**src/hdl/tmps_pkg.sv**
```systemverilog
// ----------------------------------------------------------------------------
// tmps_pkg
// shared widths, reset values and types of the triangle path sum unit
// ----------------------------------------------------------------------------
package tmps_pkg;

   localparam int VALUE_W      = 10;
   localparam int SUM_W        = 16;
   localparam int ROW_COUNT_W  = 7;
   localparam int DEF_MAX_ROWS = 64;

   localparam logic [ROW_COUNT_W-1:0] ROW_COUNT_RESET = ROW_COUNT_W'(15);
   localparam logic [SUM_W-1:0]       SUM_MAX         = {SUM_W{1'b1}};

   typedef struct packed {
      logic             shift;
      logic [SUM_W-1:0] sum;
   } chain_ctl_type;

endpackage

```
**src/hdl/tmps_req_if.sv**
```systemverilog
// ----------------------------------------------------------------------------
// tmps_req_if
// input channel: one triangle entry per transfer
// ----------------------------------------------------------------------------
interface tmps_req_if;
   import tmps_pkg::*;

   logic               valid;
   logic               ready;
   logic [VALUE_W-1:0] value;

   modport source (output valid, output value, input ready);
   modport sink   (input valid, input value, output ready);

endinterface

```
**src/hdl/tmps_rsp_if.sv**
```systemverilog
// ----------------------------------------------------------------------------
// tmps_rsp_if
// result channel: greatest path sum of one triangle per transfer
// ----------------------------------------------------------------------------
interface tmps_rsp_if;
   import tmps_pkg::*;

   logic             valid;
   logic             ready;
   logic [SUM_W-1:0] peak_total;

   modport source (output valid, output peak_total, input ready);
   modport sink   (input valid, input peak_total, output ready);

endinterface

```
**src/hdl/tmps_cell.sv**
```systemverilog
// ----------------------------------------------------------------------------
// tmps_cell
// one stage of the row sum chain: loads the new sum when its position matches
// the current row, otherwise takes the value of its upper neighbor
// ----------------------------------------------------------------------------
module tmps_cell #(
   parameter int IDX   = 0,
   parameter int ROW_W = 6
) (
   input  logic                       clock,
   input  tmps_pkg::chain_ctl_type    ctl_i,
   input  logic [ROW_W-1:0]           row_i,
   input  logic [tmps_pkg::SUM_W-1:0] next_i,
   output logic [tmps_pkg::SUM_W-1:0] val_o
);
   import tmps_pkg::*;

   logic [SUM_W-1:0] val_ff;
   logic [SUM_W-1:0] val_in;

   always_comb begin
      val_in = (row_i == ROW_W'(IDX)) ? ctl_i.sum : next_i;
   end

   always_ff @(posedge clock) begin
      if (ctl_i.shift) begin
         val_ff <= val_in;
      end
   end

   assign val_o = val_ff;

endmodule

```
**src/hdl/tmps_head.sv**
```systemverilog
// ----------------------------------------------------------------------------
// tmps_head
// position counters, parent selection, saturating add, row maximum and
// result register
// ----------------------------------------------------------------------------
module tmps_head #(
   parameter int MAX_ROWS = tmps_pkg::DEF_MAX_ROWS,
   parameter int ROW_W    = $clog2(MAX_ROWS)
) (
   input  logic                             clock,
   input  logic                             reset,
   tmps_req_if.sink                         req_bus,
   tmps_rsp_if.source                       rsp_bus,
   input  logic [tmps_pkg::ROW_COUNT_W-1:0] row_count_i,
   input  logic [tmps_pkg::SUM_W-1:0]       above_i,
   output tmps_pkg::chain_ctl_type          ctl_o,
   output logic [ROW_W-1:0]                 row_o
);
   import tmps_pkg::*;

   localparam int CMP_W = (ROW_W + 1 > ROW_COUNT_W) ? ROW_W + 1 : ROW_COUNT_W;

   logic [ROW_W-1:0] row_ff, row_in;
   logic [ROW_W-1:0] col_ff, col_in;
   logic [SUM_W-1:0] left_ff, left_in;
   logic [SUM_W-1:0] max_ff, max_in;
   logic             out_valid_ff, out_valid_in;
   logic [SUM_W-1:0] out_data_ff, out_data_in;

   logic             accept;
   logic             first_col;
   logic             last_col;
   logic             last_row;
   logic [SUM_W-1:0] parent;
   logic [SUM_W:0]   sum_wide;
   logic [SUM_W-1:0] sum;
   logic [SUM_W-1:0] max_new;
   logic [CMP_W-1:0] next_row_ext;

   assign req_bus.ready = !out_valid_ff || rsp_bus.ready;
   assign accept        = req_bus.valid && req_bus.ready;

   always_comb begin
      first_col = (col_ff == '0);
      last_col  = (col_ff == row_ff);
      if (first_col) begin
         parent = above_i;
      end else if (last_col) begin
         parent = left_ff;
      end else begin
         parent = (left_ff > above_i) ? left_ff : above_i;
      end
      sum_wide = {1'b0, parent} + (SUM_W + 1)'(req_bus.value);
      if (row_ff == '0) begin
         sum = SUM_W'(req_bus.value);
      end else if (sum_wide[SUM_W]) begin
         sum = SUM_MAX;
      end else begin
         sum = sum_wide[SUM_W-1:0];
      end
      max_new      = (first_col || sum > max_ff) ? sum : max_ff;
      next_row_ext = CMP_W'(row_ff) + CMP_W'(1);
      last_row     = (next_row_ext >= CMP_W'(row_count_i))
                  || (row_ff == ROW_W'(MAX_ROWS - 1));
   end

   always_comb begin
      row_in       = row_ff;
      col_in       = col_ff;
      left_in      = left_ff;
      max_in       = max_ff;
      out_valid_in = out_valid_ff;
      out_data_in  = out_data_ff;
      if (rsp_bus.ready) begin
         out_valid_in = 1'b0;
      end
      if (accept) begin
         max_in = max_new;
         if (row_ff != '0) begin
            left_in = above_i;
         end
         if (last_col) begin
            col_in  = '0;
            left_in = '0;
            if (last_row) begin
               row_in       = '0;
               max_in       = '0;
               out_valid_in = 1'b1;
               out_data_in  = max_new;
            end else begin
               row_in = row_ff + ROW_W'(1);
            end
         end else begin
            col_in = col_ff + ROW_W'(1);
         end
      end
   end

   always_ff @(posedge clock) begin
      if (reset) begin
         row_ff       <= '0;
         col_ff       <= '0;
         left_ff      <= '0;
         max_ff       <= '0;
         out_valid_ff <= 1'b0;
      end else begin
         row_ff       <= row_in;
         col_ff       <= col_in;
         left_ff      <= left_in;
         max_ff       <= max_in;
         out_valid_ff <= out_valid_in;
      end
   end

   always_ff @(posedge clock) begin
      out_data_ff <= out_data_in;
   end

   assign rsp_bus.valid      = out_valid_ff;
   assign rsp_bus.peak_total = out_data_ff;
   assign ctl_o.shift        = accept;
   assign ctl_o.sum          = sum;
   assign row_o              = row_ff;

endmodule

```
**src/hdl/triangle_max_path_sum_unit.sv**
```systemverilog
// ----------------------------------------------------------------------------
// triangle_max_path_sum_unit
// greatest top-to-bottom path sum of a streamed number triangle
// ----------------------------------------------------------------------------
// Entries arrive row by row, left to right, one transfer each; a new entry can
// be taken in every cycle, and the input stalls only while a finished result
// waits on a result channel that is not ready. The greatest path sum appears
// on the result channel in the cycle after the last entry of the last row. The
// previous row's sums travel down a chain of MAX_ROWS cells that all advance
// on each input transfer; each sum enters at the cell of its row index and
// reaches the head just when the entry below it is taken, so one add and
// compare per cycle sets the rate. csr_wr_data sets the row count (zero acts
// as one, values above MAX_ROWS act as MAX_ROWS); a change takes effect at
// once. Sums saturate at 65535.
// ----------------------------------------------------------------------------
module triangle_max_path_sum_unit #(
   parameter int MAX_ROWS = tmps_pkg::DEF_MAX_ROWS
) (
   input  logic                             clock,
   input  logic                             reset,
   tmps_req_if.sink                         req_bus,
   tmps_rsp_if.source                       rsp_bus,
   input  logic                             csr_wr_en,
   input  logic [tmps_pkg::ROW_COUNT_W-1:0] csr_wr_data
);
   import tmps_pkg::*;

   localparam int ROW_W = $clog2(MAX_ROWS);

   logic [ROW_COUNT_W-1:0] row_count_ff;
   chain_ctl_type          ctl;
   logic [ROW_W-1:0]       row;
   logic [SUM_W-1:0]       tap [MAX_ROWS+1];

   always_ff @(posedge clock) begin
      if (reset) begin
         row_count_ff <= ROW_COUNT_RESET;
      end else if (csr_wr_en) begin
         row_count_ff <= csr_wr_data;
      end
   end

   assign tap[MAX_ROWS] = '0;

   for (genvar k = 0; k < MAX_ROWS; k++) begin : g_cell
      tmps_cell #(
         .IDX   (k),
         .ROW_W (ROW_W)
      ) u_cell (
         .clock  (clock),
         .ctl_i  (ctl),
         .row_i  (row),
         .next_i (tap[k+1]),
         .val_o  (tap[k])
      );
   end

   tmps_head #(
      .MAX_ROWS (MAX_ROWS),
      .ROW_W    (ROW_W)
   ) u_head (
      .clock       (clock),
      .reset       (reset),
      .req_bus     (req_bus),
      .rsp_bus     (rsp_bus),
      .row_count_i (row_count_ff),
      .above_i     (tap[0]),
      .ctl_o       (ctl),
      .row_o       (row)
   );

endmodule

```
**src/flat_wrapper.sv**
```systemverilog
// flat-port wrapper written by rule: the top's interface ports become plain ports
module triangle_max_path_sum_unit_flat import tmps_pkg::*;
#(
   parameter int MAX_ROWS = tmps_pkg::DEF_MAX_ROWS
)
  (clock, reset, csr_wr_en, csr_wr_data, req_bus_valid, req_bus_value, req_bus_ready, rsp_bus_valid, rsp_bus_peak_total, rsp_bus_ready);
  tmps_req_if req_bus_i ();
  tmps_rsp_if rsp_bus_i ();
  input  logic clock;
  input  logic reset;
  input  logic csr_wr_en;
  input  logic [tmps_pkg::ROW_COUNT_W-1:0] csr_wr_data;
  input wire logic [$bits(req_bus_i.valid)-1:0] req_bus_valid;
  input wire logic [$bits(req_bus_i.value)-1:0] req_bus_value;
  output wire logic [$bits(req_bus_i.ready)-1:0] req_bus_ready;
  output wire logic [$bits(rsp_bus_i.valid)-1:0] rsp_bus_valid;
  output wire logic [$bits(rsp_bus_i.peak_total)-1:0] rsp_bus_peak_total;
  input wire logic [$bits(rsp_bus_i.ready)-1:0] rsp_bus_ready;
  assign req_bus_i.valid = req_bus_valid;
  assign req_bus_i.value = req_bus_value;
  assign req_bus_ready = req_bus_i.ready;
  assign rsp_bus_valid = rsp_bus_i.valid;
  assign rsp_bus_peak_total = rsp_bus_i.peak_total;
  assign rsp_bus_i.ready = rsp_bus_ready;
  triangle_max_path_sum_unit #(.MAX_ROWS(MAX_ROWS)) u_core (.clock(clock), .reset(reset), .req_bus(req_bus_i), .rsp_bus(rsp_bus_i), .csr_wr_en(csr_wr_en), .csr_wr_data(csr_wr_data));
endmodule
```
**config.mk**
```make
export PLATFORM = sky130hd
export DESIGN_NAME = triangle_max_path_sum_unit_flat
export DESIGN_NICKNAME = d
export VERILOG_FILES = /design/src/hdl/tmps_pkg.sv /design/src/hdl/tmps_req_if.sv /design/src/hdl/tmps_rsp_if.sv /design/src/hdl/tmps_cell.sv /design/src/hdl/tmps_head.sv /design/src/hdl/triangle_max_path_sum_unit.sv /design/src/flat_wrapper.sv
export SDC_FILE = /design/constraint.sdc
export NUM_CORES = 2
export LEC_CHECK = 0
export ABC_AREA = 1
export CAP_MARGIN = 20
export CORE_ASPECT_RATIO = 0.5
export CORE_MARGIN = 2
export CORE_UTILIZATION = 55
export CTS_BUF_LIST = sky130_fd_sc_hd__clkbuf_2 sky130_fd_sc_hd__clkbuf_4 sky130_fd_sc_hd__clkbuf_8
export CTS_CLUSTER_DIAMETER = 60
export DETAILED_ROUTE_END_ITERATION = 7
export DONT_BUFFER_PORTS = 1
export GPL_TIMING_DRIVEN = 0
export PLACE_DENSITY_LB_ADDON = 0.12
export SYNTH_ARGS = -nofsm -noshare
export SYNTH_HDL_FRONTEND = slang
export SYNTH_SLANG_ARGS = --single-unit
```
**constraint.sdc**
```tcl
create_clock -name clock -period 57.8 [get_ports clock]
set_input_delay 11.56 -clock clock [delete_from_list [all_inputs] [get_ports clock]]
set_output_delay 11.56 -clock clock [all_outputs]
set_load 0.05 [all_outputs]
```
# == Word level (Yosys, flattened, before mapping) ==
# Cells that the tools add are included.
# totals
output_inout_bits,18
latchBits,0
ramBits,0
mem_count,0
inputBits,22
reg_bits,1092
word_cells,233
mem_bits_ro,0
# op_classes
n_reduce_logical,12
n_eq_ne,64
div_mod_pow,0
mul,0
shifts,0
magnitude_cmp,3
n_mux,79
bitwise,0
n_addsub,4
# ops
cell,n
$mux 16,73
$eq 6x6->1 const B,32
$eq 6x5->1 const B,16
$eq 6x4->1 const B,8
$gt 16x16->1,2
$eq 6x3->1 const B,4
$add 16x10->17,1
$add 6x1->6 const B,2
$eq 6x2->1 const B,2
$logic_not 6->1,2
$mux 6,2
$add 6x1->7 const B,1
$ge 7x7->1,1
$eq 6x1->1 const B,1
$eq 6x6->1,1
$reduce_bool 6->1,1
$mux 1,4
$reduce_and 2->1,2
$logic_or 1x1->1,3
$reduce_and 3->1,1
$reduce_bool 2->1,1
$logic_and 1x1->1,1
$logic_not 1->1,1

# == Depth between registers and ports, before layout ==
# logic_depth
word_depth,12
depth_mapped,50
ltp_nobuf,46

# == Modules after synthesis ==
# A second synthesis with hierarchy kept.
# hier_totals
hier_cells,5512
area_unflattened_um2,54990.2
# by_module_without_submodules
module,area_each_um2,cells_per_inst,seq_area_each_um2,n_inst
tmps_cell (u_core.g_cell[11].u_cell ...),775.7,76,480.5,16
tmps_cell (u_core.g_cell[17].u_cell ...),788.3,78,480.5,8
tmps_cell (u_core.g_cell[10].u_cell ...),779.5,73,480.5,7
tmps_head,4805.9,670,1381.3,1
tmps_cell (u_core.g_cell[16].u_cell ...),789.5,73,480.5,6
tmps_cell (u_core.g_cell[15].u_cell ...),759.5,72,480.5,5
tmps_cell (u_core.g_cell[19].u_cell ...),822.0,74,480.5,4
tmps_cell (u_core.g_cell[29].u_cell ...),774.5,77,480.5,4
tmps_cell (u_core.g_cell[23].u_cell ...),769.5,77,480.5,4
tmps_cell (u_core.g_cell[31].u_cell ...),763.2,73,480.5,4
tmps_cell (u_core.g_cell[55].u_cell ...),775.7,77,480.5,2
tmps_cell (u_core.g_cell[0].u_cell),797.0,72,480.5,1
tmps_cell (u_core.g_cell[60].u_cell),785.8,78,480.5,1
tmps_cell (u_core.g_cell[51].u_cell),773.2,74,480.5,1
2 more rows,n/a,n/a,n/a,n/a

# == Least setup slack after synthesis ==
# OpenSTA, ideal clock, no wires.
# synth_timing
kind,input to register
from,in rsp_bus_ready
to,reg u_core.u_head.left_ff[10]
n_path_buf,1
cell_stages,10
t_arrival_ps,35880
required_time_ps,57672
setup_time_ps,128
setup_slack_ps,21793
cell_sequence,inv_1 > nand2_1 > nand2_1 > inv_1 > nand2_1 > nand2_1 > clkbuf_1 > o22ai_1 > inv_1 > nor2_1
# synth_lines
item,line,rtl
from (decl),flat_wrapper.sv:18,input wire logic [$bits(rsp_bus_i.ready)-1:0] rsp_bus_ready;
to (signal assigned),tmps_head.sv:109,left_ff <= left_in;
to (decl),tmps_head.sv:25,"logic [SUM_W-1:0] left_ff, left_in;"

# == Worst setup path in the final report ==
# layout_timing
from,in rsp_bus_ready
to,out req_bus_ready
# layout_via
elab_chain_len,1
# layout_lines
item,line,rtl
$logic_or 1x1->1,tmps_head.sv:40,assign req_bus.ready = !out_valid_ff || rsp_bus.ready;
to (decl),flat_wrapper.sv:15,output wire logic [$bits(req_bus_i.ready)-1:0] req_bus_ready;
# Every way passes these cells.

==> results.cfg <==
[timing]
fin_crit_sh = 0.407
fin_skew_ns = 0.0501
fmax_mhz = 42.5
finalSetupViolCount = 0
rsz0062_at_grt = no
layout_setup_ws_ns = 34.29
hold_viol_final = 0
fin_tns_setup_ns = 0
relSlewSlack = 0.283
slew_viol_final = 0
tightest_slew_ns = 1.08
whs_ns = 0.471
min_period_ns = 23.51

[power_and_ir_drop]
p_leak_nw = 19.7
internal_power_mw = 1.36
sequentialPowerShare = 0.454
p_sw_mw = 0.755
switching_share = 0.356
p_clk_frac = 0.286
power.total_mw = 2.12
pwr-share-comb = 0.259
powerDensity_nw_per_um2 = 40.7
vdd_drop_max_v = 0.0000240

[placed_design]
hpwl_um = 85700
gp_congestion = 0.962
io_buffers = 0
place_ws_ns = 34.29

[grt]
grt_pass1_vias = 30600
grt_remaining_overflow = 0
grt_pass1_wl_um = 191000
antenna_found_initial = 4
grt_usage = 0.294
grt_max_degree = 144

[setup_path]
reg2reg_slack_ns = 49.79
cp_num_buf_inv = 1
path_max_fanout = 3
path_delay_family = simple AND/OR/NAND/NOR gates
cp.required_ns = 46.24
start_kind = input port
critPathMaxStageDelay_ns = 0.37
path_cells = inv_1 > nand2_1
path_class = in -> out
cp_slowest_cell = nand2_1
setup.worst_path.end_class = output pin
cp.arrival_ns = 11.95

[synthesis]
synth_top_cell_area_share = 0.659
synth_fp_nets = 4287
synth-seq-cells = 1092
netlist_area_um2 = 47400
synthArstFlopShare = 0
yosysTopAreaCell = edfxtp_1
netlist-cell-type-count = 48
ys_dominant_reg_cell = edfxtp_1
synthTopCellsByArea = edfxtp_1, nand2_1, o21ai_1
netlist_instances = 4209
ys_warn_count = 0
synth-seq-area-share = 0.681
syn_area_per_cell_um2 = 11.3
synth_enable_flop_cells = 1040

[cells_and_area]
regArea_um2 = 32300
fillers = 7031
multi_input_area_um2 = 12800
drive_gt1_frac = 0.131
n_antenna_cell = 0
area_growth_pct = 9.84
nNetsFinal = 4451

[clock_network]
worstSkewPairLatency_ns = 0.86
cts.repair.resized = 0
cts_made_buffers = 153
hold_buffers = 0
cts_tree = built
htree_levels = 4
root_buffer = clkbuf_8
clock_sinks = 1092
clkTransAtPathRegs_ns = 0.07
post-cts-setup-buffers = 0
clock_path_buffers = 3

[floorplan]
fp-row-count = 76
ioPinCount = 40
coreArea_um2 = 85800
fp.dieH_um = 212
chipWidth_um = 419
initial_core_util = 0.553
dieArea_um2 = 88700

[routing]
wl_met1_um = 58400
first_pass_iters = 8
avgRoutedWirePerCell_um = 22.9
dr_wl_met2_um = 53200
top_layer_used = met4
vias = 32600
route.detailed.drc = 0
dr_wl_met3_um = 14900
antenna_left = 0
via_per_inst = 5.76
drt_iter0_drc = 4626
drt_wl_total_um = 130000

[worst_hold_path]
hold_class = reg -> reg

[outcome]
status = finished, final reports clean

[flow_run]
maxCapViolations = 0
## synthesized netlist by cell type (all sizes together), types with 12 or more instances
cell and instances:
dfxtp 52, o22ai 12, clkbuf 208, ha 55, nor2 530, edfxtp 1040, o21ai 647, nand3 44
buf 108, nand2 806, xor2 16, a21oi 433, o21a 13, inv 210
## power by group through the flow
stage | clock [mW] | combinational, mW | sequential [mW]
floorplan | 0 | 0.300 | 1.00
global placement | 0 | 0.525 | 1.02
detailed placement | 0 | 0.533 | 0.978
CTS | 0.612 | 0.535 | 0.962
global route | 0.647 | 0.577 | 0.966
finish | 0.606 | 0.550 | 0.962
## cells in the final DEF, fill, tap and decap left out, drive strengths merged, types with 2 or more instances in the layout
cell type	synthesis	final
xor2	16	16
o21ai	647	647
clkinvlp	0	6
dfxtp	52	52
buf	108	117
inv	210	212
a21boi	2	2
nand3	44	44
ha	55	55
a211oi	4	4
clkinv	0	50
nor3	5	5
nand4	5	5
a21oi	433	433
a21o	4	4
nand2	806	806
bufinv	0	4
o21a	13	13
nor3b	2	2
edfxtp	1040	1040
clkbuf	208	417
o22ai	12	12
nand3b	4	4
nor2	530	530
## through the flow
step	area (µm²)	instances	utilization
2_1_floorplan	47400	4209	-
3_3_place_gp	48900	5379	0.570
3_5_place_dp	49100	5388	0.573
4_1_cts	52100	5659	0.607
5_1_grt	52100	5659	0.607
6_report	52100	5659	0.607
## layout make-up
type	count	area share
multi-input cells	2591	0.247
plain buffers	316	0.0292
inverters	210	0.0153
flip-flops and latches	1092	0.620
clock inverters	62	0.00747
clock buffers	209	0.0495
repair buffers	9	0.00437
well taps	1170	0.0281
## worst paths after layout
kind / start / cells after the start / to
max reg2reg: u_core.g_cell[0].u_cell.val_o[11]$_DFFE_PP_ / 42 / u_core.u_head.rsp_bus.peak_total[15]$_DFFE_PP_
min: u_core.row_count_ff[6]$_SDFFE_PP0P_ / 2 / u_core.row_count_ff[6]$_SDFFE_PP0P_
max: rsp_bus_ready / 2 / req_bus_ready
min reg2reg: u_core.row_count_ff[6]$_SDFFE_PP0P_ / 2 / u_core.row_count_ff[6]$_SDFFE_PP0P_
## logic make-up after synthesis
logic type	after synthesis	synth area share
flops	1092	0.681
compound gates	1120	0.137
buf+inv	526	0.0487
simple gates	1399	0.116
xor+xnor	16	0.00296
fa+ha+maj	56	0.0149
## layer usage
layer,global-route usage,up-vias
met2,0.408,1685
met1,0.451,15700
met4,0.0951,0
li1,-,15000
met5,0,-
met3,0.0759,206
## flip-flops by register name (all words and copies together) (netlist names)
register,cells
u_core.g_cell.u_cell.val_o,1024
u_core.u_head.col_ff,6
u_core.u_head.row_o,6
u_core.u_head.rsp_bus.peak_total,16
u_core.u_head.rsp_bus.valid,1
u_core.row_count_ff,7
u_core.u_head.max_ff,16
u_core.u_head.left_ff,16
(Power assumes the default switching activity.)
